## src/rtl/lfpd_pkg.sv

```systemverilog
package lfpd_pkg;

    // Field and datapath widths
    localparam int SUM_BITS_DEF = 24;
    localparam int SAMPLE_W     = 10;
    localparam int ERR_W        = 7;
    localparam int DIFF_W       = 8;
    localparam int GAIN_W       = 16;
    localparam int SPEED_W      = 9;
    localparam int DUTY_W       = 8;
    localparam int SPEED_MAX    = 255;

    // The accumulator grows by this many bits over the integral sum width,
    // and the adjustment is the accumulator shifted right by ADJ_SHIFT.
    localparam int ACC_EXTRA    = 19;
    localparam int ADJ_SHIFT    = 8;

    // Configuration port
    localparam int CFG_IDX_W    = 3;
    localparam int CFG_DATA_W   = 16;

    localparam logic [CFG_IDX_W-1:0] CFG_THRESHOLD   = 3'd0;
    localparam logic [CFG_IDX_W-1:0] CFG_FIVE_SENSOR = 3'd1;
    localparam logic [CFG_IDX_W-1:0] CFG_LEFT_BIAS   = 3'd2;
    localparam logic [CFG_IDX_W-1:0] CFG_GAIN_P      = 3'd3;
    localparam logic [CFG_IDX_W-1:0] CFG_GAIN_I      = 3'd4;
    localparam logic [CFG_IDX_W-1:0] CFG_GAIN_D      = 3'd5;
    localparam logic [CFG_IDX_W-1:0] CFG_BASE_SPEED  = 3'd6;

    localparam logic [SAMPLE_W-1:0] THRESHOLD_RST = 10'd450;

    // Line error magnitudes, in tenths
    localparam logic signed [ERR_W-1:0] ERR_CENTER = 7'sd0;
    localparam logic signed [ERR_W-1:0] ERR_NEAR   = 7'sd4;
    localparam logic signed [ERR_W-1:0] ERR_MID    = 7'sd19;
    localparam logic signed [ERR_W-1:0] ERR_WIDE   = 7'sd28;
    localparam logic signed [ERR_W-1:0] ERR_EDGE   = 7'sd44;

    typedef struct packed {
        logic [SAMPLE_W-1:0]      threshold;
        logic                     five_sensor_mode;
        logic                     left_bias_mode;
        logic [GAIN_W-1:0]        gain_p;
        logic [GAIN_W-1:0]        gain_i;
        logic [GAIN_W-1:0]        gain_d;
        logic signed [SPEED_W-1:0] base_speed;
    } cfg_t;

    // Load strobes for the pipeline stages after the input register
    typedef struct packed {
        logic load1;
        logic load2;
        logic load3;
        logic load4;
    } pipe_ctl_t;

    typedef struct packed {
        logic                    known;
        logic signed [ERR_W-1:0] err;
    } dec_t;

    // Pattern bits are far left, left, middle, right, far right (MSB first).
    function automatic dec_t decode_pattern(
        input logic [4:0] pat,
        input logic       five,
        input logic       lbias
    );
        dec_t d;
        d.known = 1'b1;
        d.err   = ERR_CENTER;
        if (five)
        begin
            if (lbias)
            begin
                case (pat)
                    5'b00100: d.err = -ERR_NEAR;
                    5'b01100: d.err = -ERR_NEAR;
                    5'b01000: d.err = -ERR_MID;
                    5'b11000: d.err = -ERR_WIDE;
                    5'b10000: d.err = -ERR_EDGE;
                    default:  d.known = 1'b0;
                endcase
            end
            else
            begin
                case (pat)
                    5'b00100: d.err = ERR_CENTER;
                    5'b01100: d.err = -ERR_NEAR;
                    5'b00110: d.err = ERR_NEAR;
                    5'b01000: d.err = -ERR_MID;
                    5'b00010: d.err = ERR_MID;
                    5'b11000: d.err = -ERR_WIDE;
                    5'b00011: d.err = ERR_WIDE;
                    5'b10000: d.err = -ERR_EDGE;
                    5'b00001: d.err = ERR_EDGE;
                    default:  d.known = 1'b0;
                endcase
            end
        end
        else
        begin
            if (lbias)
            begin
                case (pat[3:1])
                    3'b010:  d.err = -ERR_NEAR;
                    3'b110:  d.err = -ERR_NEAR;
                    3'b100:  d.err = -ERR_MID;
                    default: d.known = 1'b0;
                endcase
            end
            else
            begin
                case (pat[3:1])
                    3'b010:  d.err = ERR_CENTER;
                    3'b110:  d.err = -ERR_NEAR;
                    3'b011:  d.err = ERR_NEAR;
                    3'b100:  d.err = -ERR_MID;
                    3'b001:  d.err = ERR_MID;
                    default: d.known = 1'b0;
                endcase
            end
        end
        return d;
    endfunction

endpackage

```

## src/rtl/lfpd_err_stage.sv

```systemverilog
module lfpd_err_stage
    import lfpd_pkg::*;
#(
    parameter int SUM_BITS = SUM_BITS_DEF
)
(
    input  logic                       clk,
    input  logic                       rst_n,
    input  logic                       load,
    input  logic                       start_req,
    input  logic [SAMPLE_W-1:0]        sample_far_left,
    input  logic [SAMPLE_W-1:0]        sample_left,
    input  logic [SAMPLE_W-1:0]        sample_middle,
    input  logic [SAMPLE_W-1:0]        sample_right,
    input  logic [SAMPLE_W-1:0]        sample_far_right,
    input  cfg_t                       cfg,
    output logic signed [ERR_W-1:0]    err,
    output logic signed [DIFF_W-1:0]   diff,
    output logic signed [SUM_BITS-1:0] sum
);

    logic signed [ERR_W-1:0]    prev_err_reg;
    logic signed [SUM_BITS-1:0] sum_reg;
    logic signed [DIFF_W-1:0]   diff_reg;

    logic signed [ERR_W-1:0]    prev_eff;
    logic signed [SUM_BITS-1:0] sum_eff;
    logic [4:0]                 pattern;
    dec_t                       dec;
    logic signed [ERR_W-1:0]    err_next;
    logic signed [SUM_BITS:0]   sum_wide;
    logic signed [SUM_BITS-1:0] sum_next;
    logic signed [DIFF_W-1:0]   diff_next;

    // A start request clears the history ahead of this tick.
    assign prev_eff = start_req ? '0 : prev_err_reg;
    assign sum_eff  = start_req ? '0 : sum_reg;

    // Threshold each sample; above the threshold reads as black line.
    assign pattern = {sample_far_left  > cfg.threshold,
                      sample_left      > cfg.threshold,
                      sample_middle    > cfg.threshold,
                      sample_right     > cfg.threshold,
                      sample_far_right > cfg.threshold};

    assign dec      = decode_pattern(pattern, cfg.five_sensor_mode, cfg.left_bias_mode);
    assign err_next = dec.known ? dec.err : prev_eff;

    // Saturating integral: on overflow the carry bit gives the direction.
    always_comb
    begin
        sum_wide = $signed({sum_eff[SUM_BITS-1], sum_eff}) + (SUM_BITS+1)'(err_next);
        if (sum_wide[SUM_BITS] != sum_wide[SUM_BITS-1])
        begin
            sum_next = sum_wide[SUM_BITS] ? {1'b1, {(SUM_BITS-1){1'b0}}}
                                          : {1'b0, {(SUM_BITS-1){1'b1}}};
        end
        else
        begin
            sum_next = sum_wide[SUM_BITS-1:0];
        end
    end

    assign diff_next = DIFF_W'(err_next) - DIFF_W'(prev_eff);

    // The history registers also serve as this stage's output for the beat.
    always_ff @(posedge clk or negedge rst_n)
    begin
        if (!rst_n)
        begin
            prev_err_reg <= '0;
            sum_reg      <= '0;
        end
        else if (load)
        begin
            prev_err_reg <= err_next;
            sum_reg      <= sum_next;
        end
    end

    always_ff @(posedge clk)
    begin
        if (load)
        begin
            diff_reg <= diff_next;
        end
    end

    assign err  = prev_err_reg;
    assign sum  = sum_reg;
    assign diff = diff_reg;

endmodule

```

## src/rtl/lfpd_pid_math.sv

```systemverilog
module lfpd_pid_math
    import lfpd_pkg::*;
#(
    parameter int SUM_BITS = SUM_BITS_DEF,
    localparam int ADJ_W   = SUM_BITS + ACC_EXTRA - ADJ_SHIFT
)
(
    input  logic                       clk,
    input  pipe_ctl_t                  ctl,
    input  cfg_t                       cfg,
    input  logic signed [ERR_W-1:0]    err,
    input  logic signed [DIFF_W-1:0]   diff,
    input  logic signed [SUM_BITS-1:0] sum,
    output logic signed [ADJ_W-1:0]    adj,
    output logic signed [ERR_W-1:0]    err_out
);

    localparam int PP_W  = GAIN_W + ERR_W + 1;
    localparam int PD_W  = GAIN_W + DIFF_W + 1;
    localparam int PI_W  = GAIN_W + SUM_BITS + 1;
    localparam int ACC_W = SUM_BITS + ACC_EXTRA;

    logic signed [GAIN_W:0]   gp_s;
    logic signed [GAIN_W:0]   gi_s;
    logic signed [GAIN_W:0]   gd_s;
    logic signed [PP_W-1:0]   pp_next;
    logic signed [PI_W-1:0]   pi_next;
    logic signed [PD_W-1:0]   pd_next;
    logic signed [ACC_W-1:0]  acc;

    logic signed [PP_W-1:0]   pp_reg;
    logic signed [PI_W-1:0]   pi_reg;
    logic signed [PD_W-1:0]   pd_reg;
    logic signed [ERR_W-1:0]  err2_reg;
    logic signed [ADJ_W-1:0]  adj_reg;
    logic signed [ERR_W-1:0]  err3_reg;

    // Gains are unsigned; a zero top bit lets them multiply signed terms.
    assign gp_s = {1'b0, cfg.gain_p};
    assign gi_s = {1'b0, cfg.gain_i};
    assign gd_s = {1'b0, cfg.gain_d};

    // Three independent products, registered.
    assign pp_next = gp_s * err;
    assign pi_next = gi_s * sum;
    assign pd_next = gd_s * diff;

    always_ff @(posedge clk)
    begin
        if (ctl.load2)
        begin
            pp_reg   <= pp_next;
            pi_reg   <= pi_next;
            pd_reg   <= pd_next;
            err2_reg <= err;
        end
    end

    // Sum of the terms; dropping the low bits is a floor division by 256.
    assign acc = ACC_W'(pp_reg) + ACC_W'(pi_reg) + ACC_W'(pd_reg);

    always_ff @(posedge clk)
    begin
        if (ctl.load3)
        begin
            adj_reg  <= acc[ACC_W-1:ADJ_SHIFT];
            err3_reg <= err2_reg;
        end
    end

    assign adj     = adj_reg;
    assign err_out = err3_reg;

endmodule

```

## src/rtl/lfpd_motor_out.sv

```systemverilog
module lfpd_motor_out
    import lfpd_pkg::*;
#(
    parameter int ADJ_W = SUM_BITS_DEF + ACC_EXTRA - ADJ_SHIFT
)
(
    input  logic                        clk,
    input  logic                        load,
    input  logic signed [SPEED_W-1:0]   base_speed,
    input  logic signed [ADJ_W-1:0]     adj,
    input  logic signed [ERR_W-1:0]     err_in,
    output logic                        left_forward,
    output logic [DUTY_W-1:0]           left_duty,
    output logic                        right_forward,
    output logic [DUTY_W-1:0]           right_duty,
    output logic signed [ERR_W-1:0]     line_error
);

    localparam int SPD_W = ADJ_W + 2;
    localparam logic signed [SPD_W-1:0] SPD_HI = SPD_W'(SPEED_MAX);
    localparam logic signed [SPD_W-1:0] SPD_LO = -SPD_HI;

    logic signed [SPD_W-1:0]   speed_l;
    logic signed [SPD_W-1:0]   speed_r;
    logic signed [SPEED_W-1:0] clamp_l;
    logic signed [SPEED_W-1:0] clamp_r;
    logic signed [SPEED_W-1:0] neg_l;
    logic signed [SPEED_W-1:0] neg_r;

    logic                      left_forward_reg;
    logic [DUTY_W-1:0]         left_duty_reg;
    logic                      right_forward_reg;
    logic [DUTY_W-1:0]         right_duty_reg;
    logic signed [ERR_W-1:0]   line_error_reg;

    function automatic logic signed [SPEED_W-1:0] clamp_speed(
        input logic signed [SPD_W-1:0] v
    );
        logic signed [SPEED_W-1:0] r;
        if (v > SPD_HI)
        begin
            r = SPEED_W'(SPD_HI);
        end
        else if (v < SPD_LO)
        begin
            r = SPEED_W'(SPD_LO);
        end
        else
        begin
            r = SPEED_W'(v);
        end
        return r;
    endfunction

    // Steering: the left motor gets base plus adjustment, the right minus.
    assign speed_l = SPD_W'(base_speed) + SPD_W'(adj);
    assign speed_r = SPD_W'(base_speed) - SPD_W'(adj);
    assign clamp_l = clamp_speed(speed_l);
    assign clamp_r = clamp_speed(speed_r);
    assign neg_l   = -clamp_l;
    assign neg_r   = -clamp_r;

    // Result register: direction bit and duty per motor, and the line error.
    always_ff @(posedge clk)
    begin
        if (load)
        begin
            left_forward_reg  <= ~clamp_l[SPEED_W-1];
            left_duty_reg     <= clamp_l[SPEED_W-1] ? neg_l[DUTY_W-1:0] : clamp_l[DUTY_W-1:0];
            right_forward_reg <= ~clamp_r[SPEED_W-1];
            right_duty_reg    <= clamp_r[SPEED_W-1] ? neg_r[DUTY_W-1:0] : clamp_r[DUTY_W-1:0];
            line_error_reg    <= err_in;
        end
    end

    assign left_forward  = left_forward_reg;
    assign left_duty     = left_duty_reg;
    assign right_forward = right_forward_reg;
    assign right_duty    = right_duty_reg;
    assign line_error    = line_error_reg;

endmodule

```

## src/rtl/line_follow_pid_drive.sv

```systemverilog
// Line follower PID drive: one control tick per input beat.
// Input stream (s_*): each beat carries five reflectance samples in tdata
// and the start request in tuser. Output stream (m_*): one beat per input
// beat with the direction and duty of both motors and the line error used.
// Configuration is written through cfg_we / cfg_index / cfg_data at any
// edge with cfg_we high; the user must write only while no tick is in
// flight, which the block does not enforce. A beat passes the input
// register, error decode and history, products, accumulate and result
// register; the five-stage pipeline takes one beat per cycle if not stalled.
// The error history and integral update as a beat leaves the input
// register, so consecutive ticks follow each other without a gap.
// Reset clears the history, all stage valid bits and loads the register
// defaults (threshold 450, five-sensor mode, gains and base speed zero).
// When the receiver stalls, the result register holds and each earlier
// stage keeps accepting until it is full; s_tready falls only when every
// stage holds a beat.
module line_follow_pid_drive
    import lfpd_pkg::*;
#(
    parameter int SUM_BITS = SUM_BITS_DEF
)
(
    input  logic                  clk,
    input  logic                  rst_n,
    input  logic                  s_tvalid,
    output logic                  s_tready,
    // sample_far_left[9:0], sample_left[19:10], sample_middle[29:20],
    // sample_right[39:30], sample_far_right[49:40], zero fill[55:50]
    input  logic [55:0]           s_tdata,
    // start_req[0]
    input  logic                  s_tuser,
    output logic                  m_tvalid,
    input  logic                  m_tready,
    // left_forward[0], left_duty[8:1], right_forward[9], right_duty[17:10],
    // line_error[24:18], zero fill[31:25]
    output logic [31:0]           m_tdata,
    input  logic                  cfg_we,
    input  logic [CFG_IDX_W-1:0]  cfg_index,
    input  logic [CFG_DATA_W-1:0] cfg_data
);

    localparam int ADJ_W = SUM_BITS + ACC_EXTRA - ADJ_SHIFT;

    cfg_t                       cfg_reg;
    logic                       v0_reg, v1_reg, v2_reg, v3_reg, v4_reg;
    logic                       v0_next, v1_next, v2_next, v3_next, v4_next;
    logic                       ld0;
    pipe_ctl_t                  ctl;

    logic                       start_reg;
    logic [SAMPLE_W-1:0]        far_left_reg, left_reg, middle_reg, right_reg, far_right_reg;

    logic signed [ERR_W-1:0]    err1;
    logic signed [DIFF_W-1:0]   diff1;
    logic signed [SUM_BITS-1:0] sum1;
    logic signed [ADJ_W-1:0]    adj3;
    logic signed [ERR_W-1:0]    err3;

    logic                       left_forward, right_forward;
    logic [DUTY_W-1:0]          left_duty, right_duty;
    logic signed [ERR_W-1:0]    line_error;

    // Configuration registers
    always_ff @(posedge clk or negedge rst_n)
    begin
        if (!rst_n)
        begin
            cfg_reg.threshold        <= THRESHOLD_RST;
            cfg_reg.five_sensor_mode <= 1'b1;
            cfg_reg.left_bias_mode   <= 1'b0;
            cfg_reg.gain_p           <= '0;
            cfg_reg.gain_i           <= '0;
            cfg_reg.gain_d           <= '0;
            cfg_reg.base_speed       <= '0;
        end
        else if (cfg_we)
        begin
            case (cfg_index)
                CFG_THRESHOLD:   cfg_reg.threshold        <= cfg_data[SAMPLE_W-1:0];
                CFG_FIVE_SENSOR: cfg_reg.five_sensor_mode <= cfg_data[0];
                CFG_LEFT_BIAS:   cfg_reg.left_bias_mode   <= cfg_data[0];
                CFG_GAIN_P:      cfg_reg.gain_p           <= cfg_data[GAIN_W-1:0];
                CFG_GAIN_I:      cfg_reg.gain_i           <= cfg_data[GAIN_W-1:0];
                CFG_GAIN_D:      cfg_reg.gain_d           <= cfg_data[GAIN_W-1:0];
                CFG_BASE_SPEED:  cfg_reg.base_speed       <= $signed(cfg_data[SPEED_W-1:0]);
                default:         ;
            endcase
        end
    end

    // Stage handshake: a stage loads when it is empty or its beat moves on.
    always_comb
    begin
        ctl.load4 = v3_reg && (!v4_reg || m_tready);
        ctl.load3 = v2_reg && (!v3_reg || ctl.load4);
        ctl.load2 = v1_reg && (!v2_reg || ctl.load3);
        ctl.load1 = v0_reg && (!v1_reg || ctl.load2);
        s_tready  = !v0_reg || ctl.load1;
        ld0       = s_tvalid && s_tready;
        v0_next   = ld0       || (v0_reg && !ctl.load1);
        v1_next   = ctl.load1 || (v1_reg && !ctl.load2);
        v2_next   = ctl.load2 || (v2_reg && !ctl.load3);
        v3_next   = ctl.load3 || (v3_reg && !ctl.load4);
        v4_next   = ctl.load4 || (v4_reg && !m_tready);
    end

    always_ff @(posedge clk or negedge rst_n)
    begin
        if (!rst_n)
        begin
            v0_reg <= 1'b0;
            v1_reg <= 1'b0;
            v2_reg <= 1'b0;
            v3_reg <= 1'b0;
            v4_reg <= 1'b0;
        end
        else
        begin
            v0_reg <= v0_next;
            v1_reg <= v1_next;
            v2_reg <= v2_next;
            v3_reg <= v3_next;
            v4_reg <= v4_next;
        end
    end

    // Input register
    always_ff @(posedge clk)
    begin
        if (ld0)
        begin
            start_reg     <= s_tuser;
            far_left_reg  <= s_tdata[9:0];
            left_reg      <= s_tdata[19:10];
            middle_reg    <= s_tdata[29:20];
            right_reg     <= s_tdata[39:30];
            far_right_reg <= s_tdata[49:40];
        end
    end

    lfpd_err_stage #(
        .SUM_BITS (SUM_BITS)
    ) u_err (
        .clk              (clk),
        .rst_n            (rst_n),
        .load             (ctl.load1),
        .start_req        (start_reg),
        .sample_far_left  (far_left_reg),
        .sample_left      (left_reg),
        .sample_middle    (middle_reg),
        .sample_right     (right_reg),
        .sample_far_right (far_right_reg),
        .cfg              (cfg_reg),
        .err              (err1),
        .diff             (diff1),
        .sum              (sum1)
    );

    lfpd_pid_math #(
        .SUM_BITS (SUM_BITS)
    ) u_pid (
        .clk     (clk),
        .ctl     (ctl),
        .cfg     (cfg_reg),
        .err     (err1),
        .diff    (diff1),
        .sum     (sum1),
        .adj     (adj3),
        .err_out (err3)
    );

    lfpd_motor_out #(
        .ADJ_W (ADJ_W)
    ) u_motor (
        .clk           (clk),
        .load          (ctl.load4),
        .base_speed    (cfg_reg.base_speed),
        .adj           (adj3),
        .err_in        (err3),
        .left_forward  (left_forward),
        .left_duty     (left_duty),
        .right_forward (right_forward),
        .right_duty    (right_duty),
        .line_error    (line_error)
    );

    assign m_tvalid = v4_reg;
    assign m_tdata  = {7'b0, line_error, right_duty, right_forward, left_duty, left_forward};

endmodule

```

## config.mk

```make
export PLATFORM = sky130hd
export DESIGN_NAME = line_follow_pid_drive
export DESIGN_NICKNAME = d
export VERILOG_FILES = /design/src/rtl/lfpd_pkg.sv /design/src/rtl/lfpd_err_stage.sv /design/src/rtl/lfpd_pid_math.sv /design/src/rtl/lfpd_motor_out.sv /design/src/rtl/line_follow_pid_drive.sv
export SDC_FILE = /design/constraint.sdc
export NUM_CORES = 2
export LEC_CHECK = 0
export ABC_CLOCK_PERIOD_IN_PS = 15300
export BUFFER_PORTS_ARGS = -buffer_cell sky130_fd_sc_hd__buf_4
export CAP_MARGIN = 20
export CORE_ASPECT_RATIO = 1.25
export CORE_MARGIN = 2
export CORE_UTILIZATION = 32
export DETAILED_ROUTE_END_ITERATION = 7
export HOLD_SLACK_MARGIN = 0.02
export PLACE_DENSITY = 0.43
export SETUP_SLACK_MARGIN = 0.5
export SLEW_MARGIN = 30
export SYNTH_ARGS = -nofsm -noshare
export SYNTH_HDL_FRONTEND = slang
export SYNTH_SLANG_ARGS = --single-unit
```

## constraint.sdc

```tcl
create_clock -name clk -period 15.3 [get_ports clk]
set_input_delay 3.06 -clock clk [delete_from_list [all_inputs] [get_ports clk]]
set_output_delay 3.06 -clock clk [all_outputs]
set_load 0.1 [all_outputs]
```

Word-level counts from Yosys, hierarchy flattened
Cells that the tools add are included.
{"block": "totals", "reg_bits": 328, "in_bits": 81, "output_inout_bits": 34, "wordCells": 141}
{"block": "classes", "add_sub_neg": 8, "n_mul": 3, "n_lt_le_gt_ge": 9, "eq_ne": 21, "muxes": 22, "bitwise_logic": 2, "n_reduce_logical": 44}
{"operator": "greater-than comparator 37 x 9 -> 1 bit, second input constant", "n": 2}
{"operator": "less-than comparator 37 x 9 -> 1 bit, second input constant", "n": 2}
{"operator": "two-way mux 24 bit", "n": 3}
{"operator": "case mux 7 bit (4 select lines)", "n": 2}
{"operator": "case mux 7 bit (8 select lines)", "n": 1}
{"operator": "greater-than comparator 10 bit", "n": 5}
{"operator": "adder 42 x 25 -> 43 bit", "n": 1}
{"operator": "adder 24 x 41 -> 42 bit", "n": 1}
{"operator": "multiplier 17 x 24 -> 41 bit", "n": 1}
{"operator": "two-way mux 8 bit", "n": 5}
{"operator": "adder 9 x 35 -> 36 bit", "n": 1}
{"operator": "two-way mux 9 bit", "n": 4}
{"operator": "subtractor 9 x 35 -> 36 bit", "n": 1}
{"operator": "adder 24 x 7 -> 25 bit", "n": 1}
{"operator": "multiplier 17 x 8 -> 25 bit", "n": 1}
{"operator": "multiplier 17 x 7 -> 24 bit", "n": 1}
{"operator": "negator 8 bit", "n": 2}
{"operator": "equality test 3 bit, second input constant", "n": 5}
{"operator": "two-way mux 7 bit", "n": 2}
{"operator": "case mux 7 bit (2 select lines)", "n": 1}
{"operator": "AND reduction 2 bit", "n": 7}
{"operator": "equality test 3 x 2 -> 1 bit, second input constant", "n": 4}
{"operator": "equality test 5 x 2 -> 1 bit, second input constant", "n": 2}
{"operator": "equality test 5 x 3 -> 1 bit, second input constant", "n": 2}
{"operator": "16 further kinds", "n": 52}

Logic depth before layout (Yosys ltp)
{"block": "depth", "ltp_word": 12, "ltp_mapped": 29, "ltp_nobuf": 29}

Modules after synthesis
From an unflattened synthesis, not the netlist that was laid out.
{"block": "unflattened", "cells_unflattened": 4597, "area_unflattened_um2": 44456.4}
{"module": "lfpd_pid_math", "n_inst": 1, "cells_each": 2901, "area_each_um2": 28513.6, "seq_area_each_um2": 4174.0}
{"module": "lfpd_motor_out", "n_inst": 1, "cells_each": 911, "area_each_um2": 6592.6, "seq_area_each_um2": 750.7}
{"module": "lfpd_err_stage", "n_inst": 1, "cells_each": 552, "area_each_um2": 4822.1, "seq_area_each_um2": 1016.0}
{"module": "line_follow_pid_drive", "n_inst": 1, "cells_each": 233, "area_each_um2": 4528.1, "seq_area_each_um2": 3389.5}

Least setup slack after synthesis
Ideal clock, no wire load.
{"block": "synth_path", "path_type": "input -> output", "start": "input port m_tready", "end": "output port s_tready", "t_arrival_ns": 4.046, "t_required_ns": 12.240, "setup_slack_ns": 8.194, "path_stages": 4, "n_path_buf": 0, "cell_sequence": "nor2b_1 > nand4_1 > inv_1 > nand2_1"}
{"block": "synth_via", "elab_chain_cells": 9}
{"element": "from (decl)", "line": "line_follow_pid_drive.sv:33", "text": "input logic m_tready,"}
{"element": "logical OR 1 bit", "line": "line_follow_pid_drive.sv:94", "text": "ctl.load4 = v3_reg && (!v4_reg || m_tready);"}
{"element": "logical AND 1 bit", "line": "line_follow_pid_drive.sv:94"}
{"element": "logical OR 1 bit", "line": "line_follow_pid_drive.sv:95", "text": "ctl.load3 = v2_reg && (!v3_reg || ctl.load4);"}
{"element": "logical AND 1 bit", "line": "line_follow_pid_drive.sv:95"}
{"element": "logical OR 1 bit", "line": "line_follow_pid_drive.sv:96", "text": "ctl.load2 = v1_reg && (!v2_reg || ctl.load3);"}
{"element": "logical AND 1 bit", "line": "line_follow_pid_drive.sv:96"}
{"element": "logical OR 1 bit", "line": "line_follow_pid_drive.sv:97", "text": "ctl.load1 = v0_reg && (!v1_reg || ctl.load2);"}
{"element": "logical AND 1 bit", "line": "line_follow_pid_drive.sv:97"}
{"element": "logical OR 1 bit", "line": "line_follow_pid_drive.sv:98", "text": "s_tready = !v0_reg || ctl.load1;"}
{"element": "to (decl)", "line": "line_follow_pid_drive.sv:26", "text": "output logic s_tready,"}
Every way passes these cells.

Worst setup path after layout
Same ends and word-level chain as after synthesis.

==> metrics.txt <==
initial antenna violation count=10; multi-input logic area=30810 um^2; Vert. Die Dim=416.9 um; Worst Max-Slew Pin Slew=999.6 ps; max-slew violations=0; Final period util=48.85%; Layout area overhead=9.436%; Port Buffer Count=101; share of layout cells above drive strength 1=7.628%; crit path cell chain=buf_4 -> nor2b_1 -> nand4_1 -> inv_1 -> nand2_1 -> buf_4; r2r setup slk=7880 ps; FILL cells=13809; Die W=334.3 um; drc violations=0; post-layout minimum cycle time=7474 ps; Crit. End Element=output pin; CTS Buffer Depth=3; Crit Path Category=input port to output pin; row count=151; later-pin clock latency in the skew report=630 ps; Yosys cell types=118; initial drt markers=1342; drt via density=4.872; routed vias=31191; RSZ-0062 raised after global routing=false; post-CTS sizing=0; largest net degree at the start of global routing=65; die area=139400 um^2; Buf/Inv on CP=3; ANT nets after route=0; warnings from Yosys=0; hpwl dp=95610 um; Place WS=7769 ps; Req. time, crit path=12240 ps; sequential element share of the synthesized area=21.38%; slowest stage delay, CP=370 ps; Synth Cell Area=43650 um^2; GRT Overall Usage=17.77%; DR WL/cell=19.02 um; synth top area cells=fa_1 26%, edfxtp_1 15%, ha_1 12%; final setup TNS=0 ps; num ports=115; Crit path max-delay family=simple AND/OR/NAND/NOR gates; Synth async-reset ratio=32.01%; cell type with the largest total area after synthesis=fa_1; CTS Hold Buffers Added=0; Worst setup SP type=input port; Initial Util=32.22%; Synth top area share=26.42%; Most used DFF post-synth=edfxtp_1; vias in the first global route=33465; Crit path top cell by count=buf_4; Final nets=5675; gate count after technology mapping=4576; crit-path max FO=5; WL final=121700 um; core area=135500 um^2; Hold Crit Class=flip-flop to flip-flop; Post-synth EDFFs=223; TritonCTS clock tree=built; highest-delay cell along the critical path=nand4_1; max-cap violations=0; Post-CTS Setup Bufs=0; # clock sinks=328; H-tree Lvls=2; final setup skew=45.85 ps; upper clock frequency limit=133.8 MHz; total CTS buffers=43; max reg flops=69; crit path DAT=4410 ps; Final WS setup=7826 ps; drt pass-1 iters=5; FF+latch count, synth=328; Avg Cell Area, Syn=9.539 um^2; Final Hold Fails=0; register area=9333 um^2; # setup viols final=0; clock-pin slew on the worst setup and hold paths=70 ps; Root Driver=clkbuf_16; first-pass GRT wire length=193400 um; RD Place Congestion=0.8169; status=completed; slew margin rel.=32.81%; grt total ovfl=0
[final cells by class]
| type | instances | area share [%] |
|---|---|---|
| sequential | 328 | 19.54 |
| inverter | 766 | 6.024 |
| multi-input combinational | 3327 | 64.50 |
| timing repair buffer | 141 | 2.281 |
| clock inverter | 24 | 0.6339 |
| clock buffer | 55 | 2.410 |
| tap | 1759 | 4.607 |
| antenna | 2 | 0.01048 |
[metrics by stage]
stage | hold WS (ps) | instance area, um^2 | utilization, % | std cells
after global placement | 401.3 | 46240 | 34.14 | 6318
final | 413.0 | 47770 | 35.26 | 6402
after detailed placement | 404.5 | 46280 | 34.16 | 6320
after global routing | 421.5 | 47760 | 35.26 | 6400
after CTS | 408.8 | 47730 | 35.24 | 6399
after floorplan | 400.3 | 43670 | - | 4582
[layer usage]
layer  part of all wire (%)  vias up  global-route usage, %  wire length (um)
met5                  0.011        -                      0                13
met4                    1.9        2                  3.581              2372
met3                    2.8      110                  1.575              3418
met2                     50      391                  32.09             61200
met1                     45    15630                  23.06             54740
li1                       -    15058                      -                 -
[cell usage in the layout, fill, tap and decap left out, types with 43 or more instances in the layout]
cell / netlist / layout
inv_1: 763 / 763
a21o_1: 73 / 73
edfxtp_1: 223 / 223
o21ai_0: 147 / 147
ha_1: 411 / 411
mux2_2: 63 / 63
nor3_1: 73 / 70
fa_1: 576 / 576
nor2_1: 174 / 174
nand2b_1: 68 / 68
xnor2_1: 125 / 125
nor2b_1: 71 / 70
nand2_1: 492 / 491
dfrtp_1: 100 / 98
clkbuf_16: 0 / 43
and2_1: 273 / 270
a21oi_1: 193 / 193
nand3_1: 51 / 51
buf_4: 12 / 137
[worst register-to-register path: cells and delay by family (launching register included)]
family | cells | cell delay, ps
compound gates | 5 | 1570
xor+xnor | 1 | 130
fa+ha+maj | 7 | 3490
buf+inv | 5 | 270
flops | 1 | 990
simple gates | 5 | 710
[path summary, 6_finish.rpt]
kind	start	to	cells after the start
min	u_pid.err_out[5]$_DFFE_PP_	u_motor.line_error[5]$_DFFE_PP_	0
min reg2reg	u_pid.err_out[5]$_DFFE_PP_	u_motor.line_error[5]$_DFFE_PP_	0
max	m_tready	s_tready	6
min in group asynchronous	rst_n	cfg_reg[63]$_DFFE_PN0P_	1
max in group asynchronous	rst_n	u_err.sum[21]$_DFFE_PN0P_	2
max reg2reg	u_err.sum[5]$_DFFE_PN0P_	u_pid.pi_reg[40]$_DFFE_PP_	23
[cell usage after synthesis (15+ instances only)]
library cell and n:
nand2_1 492, o211ai_1 15, nand2b_1 68, xor2_1 35, and2_1 273, o21ai_1 16, a21o_1 73, dfrtp_1 100
xnor2_1 125, nor2_1 174, buf_2 15, nor4_1 27, clkbuf_1 127, o21ai_0 147, o31ai_1 20, or3_1 22
nor3_1 73, inv_1 763, nand4_1 26, nor2b_1 71, mux2_2 63, fa_1 576, a31oi_1 16, nand3_1 51
and3_1 23, o21a_1 38, ha_1 411, a21oi_1 193, o21bai_1 27, edfxtp_1 223, a211oi_1 20
[logic make-up after synthesis]
group / count (synthesis) / synth area share [%]
AOI/OAI and AO/OA: 716 / 10.98
adders and majority gates: 990 / 38.27
DFF: 328 / 21.38
and+or+nand+nor: 1384 / 16.16
buffers and inverters: 927 / 8.210
xor gates and xnor gates: 160 / 3.210
muxes: 70 / 1.789
other: 1 / 0.008591
Power is left out: the tool's default activity adds up to more than one toggle a clock period on the data nets, which glitch-free logic cannot reach.
